==> src/hdl/ute_pkg.sv <==
// Shared types and constants for the UTF-8 token estimator.
package ute_pkg;

   localparam int unsigned ByteWidth  = 8;
   localparam int unsigned CpWidth    = 21;
   localparam int unsigned RemWidth   = 2;
   localparam int unsigned CountWidth = 32;

   localparam logic [CountWidth-1:0] CountMax = '1;

   // Whitespace code points that close a word
   localparam logic [CpWidth-1:0] CpSpace   = 21'h000020;
   localparam logic [CpWidth-1:0] CpNewline = 21'h00000A;
   localparam logic [CpWidth-1:0] CpTab     = 21'h000009;

   // Lead byte class masks and patterns
   localparam logic [ByteWidth-1:0] LeadAsciiMask = 8'h80;
   localparam logic [ByteWidth-1:0] Lead2Mask     = 8'hE0;
   localparam logic [ByteWidth-1:0] Lead2Pat      = 8'hC0;
   localparam logic [ByteWidth-1:0] Lead2Payload  = 8'h1F;
   localparam logic [ByteWidth-1:0] Lead3Mask     = 8'hF0;
   localparam logic [ByteWidth-1:0] Lead3Pat      = 8'hE0;
   localparam logic [ByteWidth-1:0] Lead3Payload  = 8'h0F;
   localparam logic [ByteWidth-1:0] Lead4Mask     = 8'hF8;
   localparam logic [ByteWidth-1:0] Lead4Pat      = 8'hF0;
   localparam logic [ByteWidth-1:0] Lead4Payload  = 8'h07;
   localparam logic [ByteWidth-1:0] ContPayload   = 8'h3F;

   // Decoder state carried from byte to byte
   typedef struct packed {
      logic [CpWidth-1:0]    acc;
      logic [RemWidth-1:0]   remaining;
      logic                  in_word;
      logic [CountWidth-1:0] count;
   } dec_state_type;

endpackage

==> src/hdl/ute_decode.sv <==
// Per-byte UTF-8 decode, code point classification and saturating count update.
module ute_decode (
   input  logic [ute_pkg::ByteWidth-1:0] text_byte,
   input  logic                          end_of_text,
   input  ute_pkg::dec_state_type        state_cur,
   output ute_pkg::dec_state_type        state_nxt
);

   logic [ute_pkg::CpWidth-1:0]    cp;
   logic [ute_pkg::RemWidth-1:0]   extra;
   logic                           complete;
   logic                           is_space;
   logic                           is_high;
   logic [1:0]                     inc;
   logic                           in_word_nxt;
   logic [ute_pkg::CountWidth:0]   sum;

   // Build the code point from a lead byte or a following byte
   always_comb begin
      cp    = '0;
      extra = '0;
      if (state_cur.remaining == '0) begin
         priority if ((text_byte & ute_pkg::LeadAsciiMask) == '0) begin
            cp    = ute_pkg::CpWidth'(text_byte);
            extra = 2'd0;
         end else if ((text_byte & ute_pkg::Lead2Mask) == ute_pkg::Lead2Pat) begin
            cp    = ute_pkg::CpWidth'(text_byte & ute_pkg::Lead2Payload);
            extra = 2'd1;
         end else if ((text_byte & ute_pkg::Lead3Mask) == ute_pkg::Lead3Pat) begin
            cp    = ute_pkg::CpWidth'(text_byte & ute_pkg::Lead3Payload);
            extra = 2'd2;
         end else if ((text_byte & ute_pkg::Lead4Mask) == ute_pkg::Lead4Pat) begin
            cp    = ute_pkg::CpWidth'(text_byte & ute_pkg::Lead4Payload);
            extra = 2'd3;
         end else begin
            cp    = ute_pkg::CpWidth'(text_byte);
            extra = 2'd0;
         end
      end else begin
         cp    = {state_cur.acc[ute_pkg::CpWidth-7:0], text_byte[5:0]};
         extra = state_cur.remaining - 2'd1;
      end
   end

   assign complete = (extra == '0) || end_of_text;

   // Classify a finished code point
   assign is_space = (cp == ute_pkg::CpSpace) || (cp == ute_pkg::CpNewline) ||
                     (cp == ute_pkg::CpTab);
   assign is_high  = |cp[ute_pkg::CpWidth-1:7];

   always_comb begin
      inc         = 2'd0;
      in_word_nxt = state_cur.in_word;
      if (complete) begin
         priority if (is_space) begin
            in_word_nxt = 1'b0;
         end else if (is_high) begin
            in_word_nxt = 1'b0;
            inc         = state_cur.in_word ? 2'd2 : 2'd1;
         end else if (!state_cur.in_word) begin
            in_word_nxt = 1'b1;
            inc         = 2'd1;
         end else begin
            in_word_nxt = 1'b1;
         end
      end
   end

   // Saturating add of up to two
   assign sum = {1'b0, state_cur.count} + (ute_pkg::CountWidth+1)'(inc);

   always_comb begin
      state_nxt.in_word   = in_word_nxt;
      state_nxt.count     = sum[ute_pkg::CountWidth] ? ute_pkg::CountMax
                                                     : sum[ute_pkg::CountWidth-1:0];
      state_nxt.acc       = complete ? '0 : cp;
      state_nxt.remaining = complete ? '0 : extra;
   end

endmodule

==> src/hdl/utf8_token_estimator_top.sv <==
// Top level of the UTF-8 token estimator: input register, decode, result register.
// The final byte passes the input register, then the result register, to rsp_.
// Throughput: one byte per cycle with combinational decode, unless rsp_ blocks.
// The input register refills in the cycle it drains, so bytes stream without gaps.
// Reset (synchronous, active high) empties both registers and zeroes decoder state.
module utf8_token_estimator_top (
   input  logic        clock,
   input  logic        reset,
   input  logic        req_tvalid,
   output logic        req_tready,
   input  logic [7:0]  req_tdata,   // [7:0] text_byte
   input  logic        req_tlast,   // end_of_text
   output logic        rsp_tvalid,
   input  logic        rsp_tready,
   output logic [31:0] rsp_tdata    // [31:0] token_count
);

   logic                          in_valid_ff;
   logic [ute_pkg::ByteWidth-1:0] in_byte_ff;
   logic                          in_last_ff;
   ute_pkg::dec_state_type        state_ff;
   ute_pkg::dec_state_type        state_in;
   logic                          out_valid_ff;
   logic [ute_pkg::CountWidth-1:0] out_count_ff;
   logic                          advance;

   // Advance the held byte unless it is final and the result register is blocked
   assign advance    = in_valid_ff && (!in_last_ff || !out_valid_ff || rsp_tready);
   assign req_tready = !in_valid_ff || advance;

   ute_decode u_decode (
      .text_byte   (in_byte_ff),
      .end_of_text (in_last_ff),
      .state_cur   (state_ff),
      .state_nxt   (state_in)
   );

   // Input register
   always_ff @(posedge clock) begin
      if (reset) begin
         in_valid_ff <= 1'b0;
      end else if (req_tready) begin
         in_valid_ff <= req_tvalid;
      end
   end

   always_ff @(posedge clock) begin
      if (req_tready && req_tvalid) begin
         in_byte_ff <= req_tdata;
         in_last_ff <= req_tlast;
      end
   end

   // Decoder state: clear after the final byte
   always_ff @(posedge clock) begin
      if (reset) begin
         state_ff <= '0;
      end else if (advance) begin
         state_ff <= in_last_ff ? '0 : state_in;
      end
   end

   // Result register
   always_ff @(posedge clock) begin
      if (reset) begin
         out_valid_ff <= 1'b0;
      end else if (advance && in_last_ff) begin
         out_valid_ff <= 1'b1;
      end else if (rsp_tready) begin
         out_valid_ff <= 1'b0;
      end
   end

   always_ff @(posedge clock) begin
      if (advance && in_last_ff) begin
         out_count_ff <= state_in.count;
      end
   end

   assign rsp_tvalid = out_valid_ff;
   assign rsp_tdata  = out_count_ff;

endmodule
==> config.mk <==
export PLATFORM = sky130hd
export DESIGN_NAME = utf8_token_estimator_top
export DESIGN_NICKNAME = d
export VERILOG_FILES = /design/src/hdl/ute_pkg.sv /design/src/hdl/ute_decode.sv /design/src/hdl/utf8_token_estimator_top.sv
export SDC_FILE = /design/constraint.sdc
export NUM_CORES = 1
export LEC_CHECK = 0
export BUFFER_PORTS_ARGS = -buffer_cell sky130_fd_sc_hd__buf_2
export CAP_MARGIN = 20
export CORE_UTILIZATION = 52
export CTS_CLUSTER_SIZE = 8
export DETAILED_ROUTE_END_ITERATION = 16
export PLACE_DENSITY = 0.7
export SLEW_MARGIN = 20
export SYNTH_ARGS = -nofsm -noshare
export SYNTH_HDL_FRONTEND = slang
export SYNTH_SLANG_ARGS = --single-unit
==> constraint.sdc <==
create_clock -name clock -period 10.9 [get_ports clock]
set_input_delay 2.18 -clock clock [delete_from_list [all_inputs] [get_ports clock]]
set_output_delay 2.18 -clock clock [all_outputs]
set_load 0.02 [all_outputs]
# [Word level (Yosys, flattened, before mapping)]
# Cells that the tools add are included.
[word_totals] mem_count=0 elab_cells=60 ramBits=0 latch_bits=0 romBits=0 reg_bits=93 output_inout_bits=34
[op_classes] n_div=0 n_eq_ne=6 shift=0 reduce_logical=19 n_bitwise=0 multipliers=0 mux=24 addsub=2 n_lt_le_gt_ge=0
[op_table] op="$mux 21" count=4
[op_table] op="$mux 50" count=1
[op_table] op="$eq 21x4->1 const B" count=2
[op_table] op="$add 32x2->33" count=1
[op_table] op="$mux 32" count=1
[op_table] op="$eq 21x6->1 const B" count=1
[op_table] op="$mux 2" count=10
[op_table] op="$mux 15" count=1
[op_table] op="$reduce_or 14->1" count=1
[op_table] op="$logic_not 8->1" count=1
[op_table] op="$mux 8" count=1
[op_table] op="$logic_or 1x1->1" count=6
[op_table] op="$mux 1" count=6
[op_table] op="$eq 5x5->1 const B" count=1
[op_table] op="$eq 4x4->1 const B" count=1
[op_table] op="$logic_not 2->1" count=2
[op_table] op="$reduce_bool 2->1" count=2
[op_table] op="$eq 3x3->1 const B" count=1
[op_table] op="$logic_and 1x1->1" count=3
[op_table] op="$logic_not 1->1" count=3
[op_table] op="$reduce_and 2->1" count=1
[op_table] op="$sub 2x1->2 const B" count=1

# [Longest topological paths before layout]
# Gate-level depths: netlist of run 1.
[logic_depth] depth_word=14 depth_mapped=16

# [Cells and area by module]
# Synthesis of run 1 repeated with hierarchy kept, for this count alone.
[hier_totals] hier_cells=383 area_unflattened_um2=4324.1
[by_module_without_submodules] mod="utf8_token_estimator_top" n_inst=1 area_each_um2=3046.7 seq_area_each_um2=2392.3 cells_per_inst=179
[by_module_without_submodules] mod="ute_decode" n_inst=1 area_each_um2=1277.5 seq_area_each_um2=0.0 cells_per_inst=204

# [Least setup slack after synthesis of run 1]
# OpenSTA, ideal clock, no wires.
[synth_path] kind="input to output" start="in rsp_tready" end="out req_tready" setup_slack_ns=6.157 arrival_ns=2.563 path_stages=2 path_buffers=0 cell_sequence="nor2b_1 > nand3_1"
[synth_via] elab_chain_cells=3
[synth_lines] element="start, declared" line_no="utf8_token_estimator_top.sv:14" source="input logic rsp_tready,"
[synth_lines] element="$logic_or 1x1->1" line_no="utf8_token_estimator_top.sv:28" source="assign advance = in_valid_ff && (!in_last_ff || !out_valid_ff || rsp_tready);"
[synth_lines] element="$logic_and 1x1->1" line_no="utf8_token_estimator_top.sv:28"
[synth_lines] element="$logic_or 1x1->1" line_no="utf8_token_estimator_top.sv:29" source="assign req_tready = !in_valid_ff || advance;"
[synth_lines] element="end, declared" line_no="utf8_token_estimator_top.sv:10" source="output logic req_tready,"
# Every way passes these cells.

# [Worst setup path after layout of run 1]
# Same ends and word-level chain as after synthesis.

==> qor.txt, run 1 <==
Seq/Total Area, Yosys = 50.7%
DRC viols = 0
Synthesis-to-finish area growth = 11.1%
FMAX = 201 MHz
Worst EP arrival = 2.80 ns
GRT Total Usage = 23.1%
FP Rows = 33
Pwr Density = 129 nW/um^2
Final hold violation count = 0
Num CTS Buffers = 9
Layout Nets = 507
CP Class = in2out
Via/cell ratio = 5.92
Tmin final = 4.98 ns
Core ar. = 8260 um^2
Net Count, Synth = 470
R2R depth = 13
Final WL = 9530 um
Yosys cell types = 67
Register bit total from synthesis = 93
Number of vias in the routed layout = 3555
Startpoint types = input pin
CP Max Fanout = 3
Final cell count without fillers = 601
Post-synth ARST share = 0%
Resize count post-CTS = 0
Most frequent cells in the layout = dfxtp_1, buf_2, edfxtp_1, nand2_1, a21oi_1
Primary FF master, synth = dfxtp_1
Final setup violation count = 0
Synthesized instance count = 454
Syn_area_per_cell = 9.87 um^2
Top cells by area, synth = edfxtp_1, dfxtp_1, a21oi_1, o21ai_0, nand2_1
Max cap viols = 0
Cells after DPL = 584
# hold bufs at CTS = 0
Ant diodes = 0
Worst-margin pin slew = 0.915 ns
Layout cells sized above 1 = 17.3%
CTS Sinks = 93
H-tree depth = 3
Hpwl dp = 6540 um
Clk pin slew, worst setup/hold paths = 0.09 ns
Later-pin clock latency in the skew report = 0.37 ns
CP required = 8.72 ns
Ports = 47
Initial antenna violation count = 0
CTS root buf = clkbuf_8
P_leak = 2.03 nW
Fillers = 738
Die footprint = 8990 um^2
Worst Hold Depth = 2
Gp weighted congestion = 0.836
Pin count of the biggest net entering global routing = 33
Die width = 94.8 um
Most common cell after layout, fill and taps aside = dfxtp_1
YS warnings = 0
Final Cycle Share = 45.7%
Max-slew violation count = 0
Post-synth top area share = 27.5%
Initial Util = 54.3%
CTS Buffer Depth = 2
Post-synthesis cell area = 4480 um^2
Min-Delay Path Class = reg2reg
I/O Buffers = 46
Initial drt markers = 160
Final core occ = 60.3%
Total power = 0.000640 W
Setup TNS = 0 ns
WL/cell = 15.9 um
Number of global-route vias before repair = 3451
Post-CTS setup buffer count = 0
Maximum vdd ir drop = 0.0748 mV
Max-slew headroom = 38.7%
Vert. Die Dim = 94.8 um
Critical Path Sink Type = output port
First-pass GRT wire length = 16000 um
Global route overflow = 0
RSZ-0062 raised after global routing = false
Status = completed
Clk_skew = 0.00976 ns
Cell taking the most area after synthesis = edfxtp_1
Number of synthesized flops with an enable pin = 41
First-pass DRT Iterations = 5
Post-route ant nets = 0
TritonCTS clock tree = built
==> cells in the mapped netlist (4+ instances only) <==
library cell,instances
nand2_1,40
dfxtp_1,52
a22o_1,8
inv_1,15
edfxtp_1,41
o21a_1,4
nand2b_1,9
and3_1,17
o2bb2ai_1,5
a21o_1,4
o21ai_0,31
a31oi_1,4
and2_1,7
xnor2_1,11
clkbuf_1,16
nand3_1,13
xor2_1,6
and4_1,4
a21oi_1,33
nor2b_1,7
nor2_1,26
nor3_1,15
buf_2,7
nand4_1,11
a22oi_1,6
==> through the flow <==
stage | setup slack [ns] | hold slack, ns | cell area [um^2]
floorplan | 6.16 | 0.433 | 4480
global placement | 5.99 | 0.448 | 4760
detailed placement | 5.93 | 0.451 | 4760
CTS | 5.93 | 0.474 | 4970
global route | 5.81 | 0.505 | 4980
finish | 5.92 | 0.468 | 4980
==> cells by family (layout without fill, tap and decap cells) <==
group           Yosys count  after routing  synth area share [%]
simple gates            175            175                  22.3
compound gates          121            121                  17.5
flops                    93             93                  50.7
buf+inv                  40             82                  3.88
xor+xnor                 17             17                  3.32
mux                       5              5                  1.28
fa+ha+maj                 3              3                  1.00
==> area by class of cell <==
| class | count | area, um^2 | share of cell area (%) |
|---|---|---|---|
| flip-flops and latches | 93 | 2270 | 45.6 |
| well taps | 105 | 131 | 2.64 |
| clock buffers | 13 | 191 | 3.84 |
| repair buffers | 51 | 272 | 5.45 |
| multi-input cells | 321 | 2040 | 40.9 |
| clock inverters | 3 | 21.3 | 0.427 |
| inverters | 15 | 56.3 | 1.13 |
==> state kept, by name, summed over array words and instances, names as in the netlist <==
signal,flops
in_byte_ff,8
in_last_ff,1
in_valid_ff,1
rsp_tdata,32
rsp_tvalid,1
state_ff,50
==> per-layer routing <==
layer / vias to the layer above / GRT usage [%] / part of all wire [%]
li1: 1745 / - / -
met1: 1718 / 28.1 / 45
met2: 80 / 40.0 / 50
met3: 12 / 3.22 / 3.8
met4: 0 / 11.2 / 1.5
met5: - / 0 / 0
==> worst paths after layout <==
kind / from / slack, ns / end
setup reg to reg: state_ff[34] / 6.80 / rsp_tdata[30]
setup / recovery: rsp_tready / 5.92 / req_tready
hold reg to reg: state_ff[45] / 0.47 / state_ff[45]
hold / removal: state_ff[45] / 0.47 / state_ff[45]
==> power by group <==
group | switching (W) | leakage [nW] | internal, W
registers | 0.00000396 | 0.846 | 0.000367
clock network | 0.000122 | 0.111 | 0.000118
logic | 0.0000197 | 1.08 | 0.00000933
total | 0.000146 | 2.03 | 0.000494
==> critical path: stages <==
cell and delay (ns):
buf_2 0.10, nor2b_1 0.20, nand3_1 0.13, buf_2 0.19
(Power assumes the default switching activity.)
==> run 2: changes to the inputs <==
Clock period 10.9 ns to 4.67 ns, I/O delays scaled along.
==> qor.txt, run 2 (synthesized netlist as in run 1, its figures left out) <==
CP Class = reg2reg
Worst Hold Depth = 2 (unchanged)
Tmin final = 3.94 ns
R2R depth = 13 (unchanged)
Area of the multi-input gates = 2040 um^2 (unchanged)
Worst-margin pin slew = 0.964 ns (+0.0492 ns)
First-pass DRT Iterations = 4 (-1)
Final setup violation count = 0 (unchanged)
DRC viols = 0 (unchanged)
CTS Sinks = 93 (unchanged)
Later-pin clock latency in the skew report = 0.37 ns (about the same)
Largest register by flop count = state_ff
Final Cycle Share = 84.4%
Max reg flops = 50 (unchanged)
I/O Buffers = 46 (unchanged)
Ant diodes = 0 (unchanged)
First-pass GRT wire length = 16000 um (-0.34%)
Synthesis-to-finish area growth = 11.4%
Num CTS Buffers = 9 (unchanged)
Global route overflow = 0 (unchanged)
Placed cell areas = 4780 um^2 (+0.47%)
Min-Delay Path Class = reg2reg
Die width = 94.8 um (unchanged)
# hold bufs at CTS = 0 (unchanged)
Design Area, Final = 4990 um^2 (+0.28%)
Gp weighted congestion = 0.887 (+6.1%)
Layout Nets = 509 (+0.39%)
CTS Buffer Depth = 2 (unchanged)
Fillers = 728 (-1.4%)
Most frequent cells in the layout = dfxtp_1, buf_2, edfxtp_1, nand2_1, a21oi_1
CTS root buf = clkbuf_8
Initial antenna violation count = 0 (unchanged)
Core ar. = 8260 um^2 (unchanged)
Post-route ant nets = 0 (unchanged)
Max-slew violation count = 0 (unchanged)
Maximum vdd ir drop = 0.164 mV (+120%)
P_leak = 2.03 nW (-0.25%)
Post-CTS setup buffer count = 0 (unchanged)
Number of global-route vias before repair = 3454 (+0.087%)
Critical Path Sink Type = register
WL/cell = 16.2 um (+2.2%)
Setup TNS = 0 ns (unchanged)
Max cap viols = 0 (unchanged)
TritonCTS clock tree = built
Die footprint = 8990 um^2 (unchanged)
Pin count of the biggest net entering global routing = 33 (unchanged)
RSZ-0062 raised after global routing = false
Max-slew headroom = 35.4% (-3.3 points)
FP Rows = 33 (unchanged)
Most common cell after layout, fill and taps aside = dfxtp_1
Via/cell ratio = 6.02 (+1.8%)
Startpoint types = register
Clk pin slew, worst setup/hold paths = 0.09 ns (about the same)
Layout cells sized above 1 = 17.7% (+0.33 points)
Status = completed
Final WL = 9770 um (+2.5%)
Ports = 47 (unchanged)
Number of vias in the routed layout = 3631 (+2.1%)
Initial Util = 54.3% (unchanged)
Vert. Die Dim = 94.8 um (unchanged)
Reg area = 2270 um^2 (unchanged)
Pwr Density = 304 nW/um^2 (+140%)
CP Max Fanout = 9 (+6)
Worst EP arrival = 4.06 ns (+1.26 ns)
FMAX = 254 MHz
Resize count post-CTS = 0 (unchanged)
Clk_skew = 0.0130 ns (+0.00323 ns)
GRT Total Usage = 23.4% (+0.29 points)
Hpwl dp = 6870 um (+5.2%)
H-tree depth = 3 (unchanged)
Initial drt markers = 236 (+48%)
Final hold violation count = 0 (unchanged)
CP required = 4.79 ns (-3.93 ns)
==> run 2: cell types whose count changed in the layout (fill, tap and decap cells not counted) <==
| cell | before | now |
|---|---|---|
| buf_4 | 4 | 7 |
| clkinvlp_4 | 0 | 3 |
| inv_4 | 2 | 0 |
| clkbuf_8 | 10 | 9 |
| bufinv_16 | 0 | 2 |
| buf_6 | 1 | 0 |
| clkinv_2 | 0 | 1 |
| clkinv_4 | 1 | 0 |
| clkbuf_16 | 2 | 0 |
==> run 2: path summary, 6_finish.rpt <==
check               startpoint             to  slack (ns)
hold reg to reg   state_ff[45]   state_ff[45]        0.49
setup / recovery  state_ff[34]  rsp_tdata[30]        0.73
setup reg to reg  state_ff[34]  rsp_tdata[30]        0.73
hold / removal    state_ff[45]   state_ff[45]        0.49
==> run 2: layout make-up <==
class | instances | area share (%)
clock buffers | 10 | 2.56
clock inverters | 6 | 1.75
inverters | 15 | 1.13
multi-input cells | 321 | 40.8
flip-flops and latches | 93 | 45.5
well taps | 105 | 2.63
repair buffers | 53 | 5.66
==> run 2: report_power, final <==
group / internal (W) / switching, W / total (W)
combinational: 0.0000227 / 0.0000483 / 0.0000710
clock: 0.000301 / 0.000281 / 0.000582
sequential: 0.000857 / 0.00000772 / 0.000865
==> run 2: through the flow <==
step / std cells / util, % / hold slack (ns) / power, W / setup WS [ns]
2_1_floorplan: 454 / - / 0.433 / 0.000928 / 0.962
3_3_place_gp: 587 / 57.9 / 0.444 / 0.000953 / 0.841
3_5_place_dp: 587 / 57.9 / 0.463 / 0.000955 / 0.738
4_1_cts: 603 / 60.5 / 0.486 / 0.00153 / 0.702
5_1_grt: 603 / 60.5 / 0.510 / 0.00156 / 0.340
6_report: 603 / 60.5 / 0.485 / 0.00152 / 0.729
==> run 2: critical path, stage by stage, from the launching register on <==
cell,delay [ns]
dfxtp_1,0.47
nand4bb_1,0.23
o21ai_0,0.10
a32oi_1,0.26
nor3_1,0.09
a211oi_1,0.25
ha_1,0.23
inv_1,0.06
fa_1,0.44
nand2b_1,0.21
or4_4,0.61
nor2_4,0.22
and3_1,0.22
mux2_1,0.32
==> run 2: metal layers <==
metal / track usage, % / wire [um] / part of all wire (%) / up-vias
li1: - / - / - / 1749
met1: 27.4 / 4270 / 44 / 1745
met2: 40.9 / 4850 / 50 / 119
met3: 5.15 / 462 / 4.7 / 18
met4: 10.1 / 189 / 1.9 / 0
met5: 0 / 0 / 0 / -
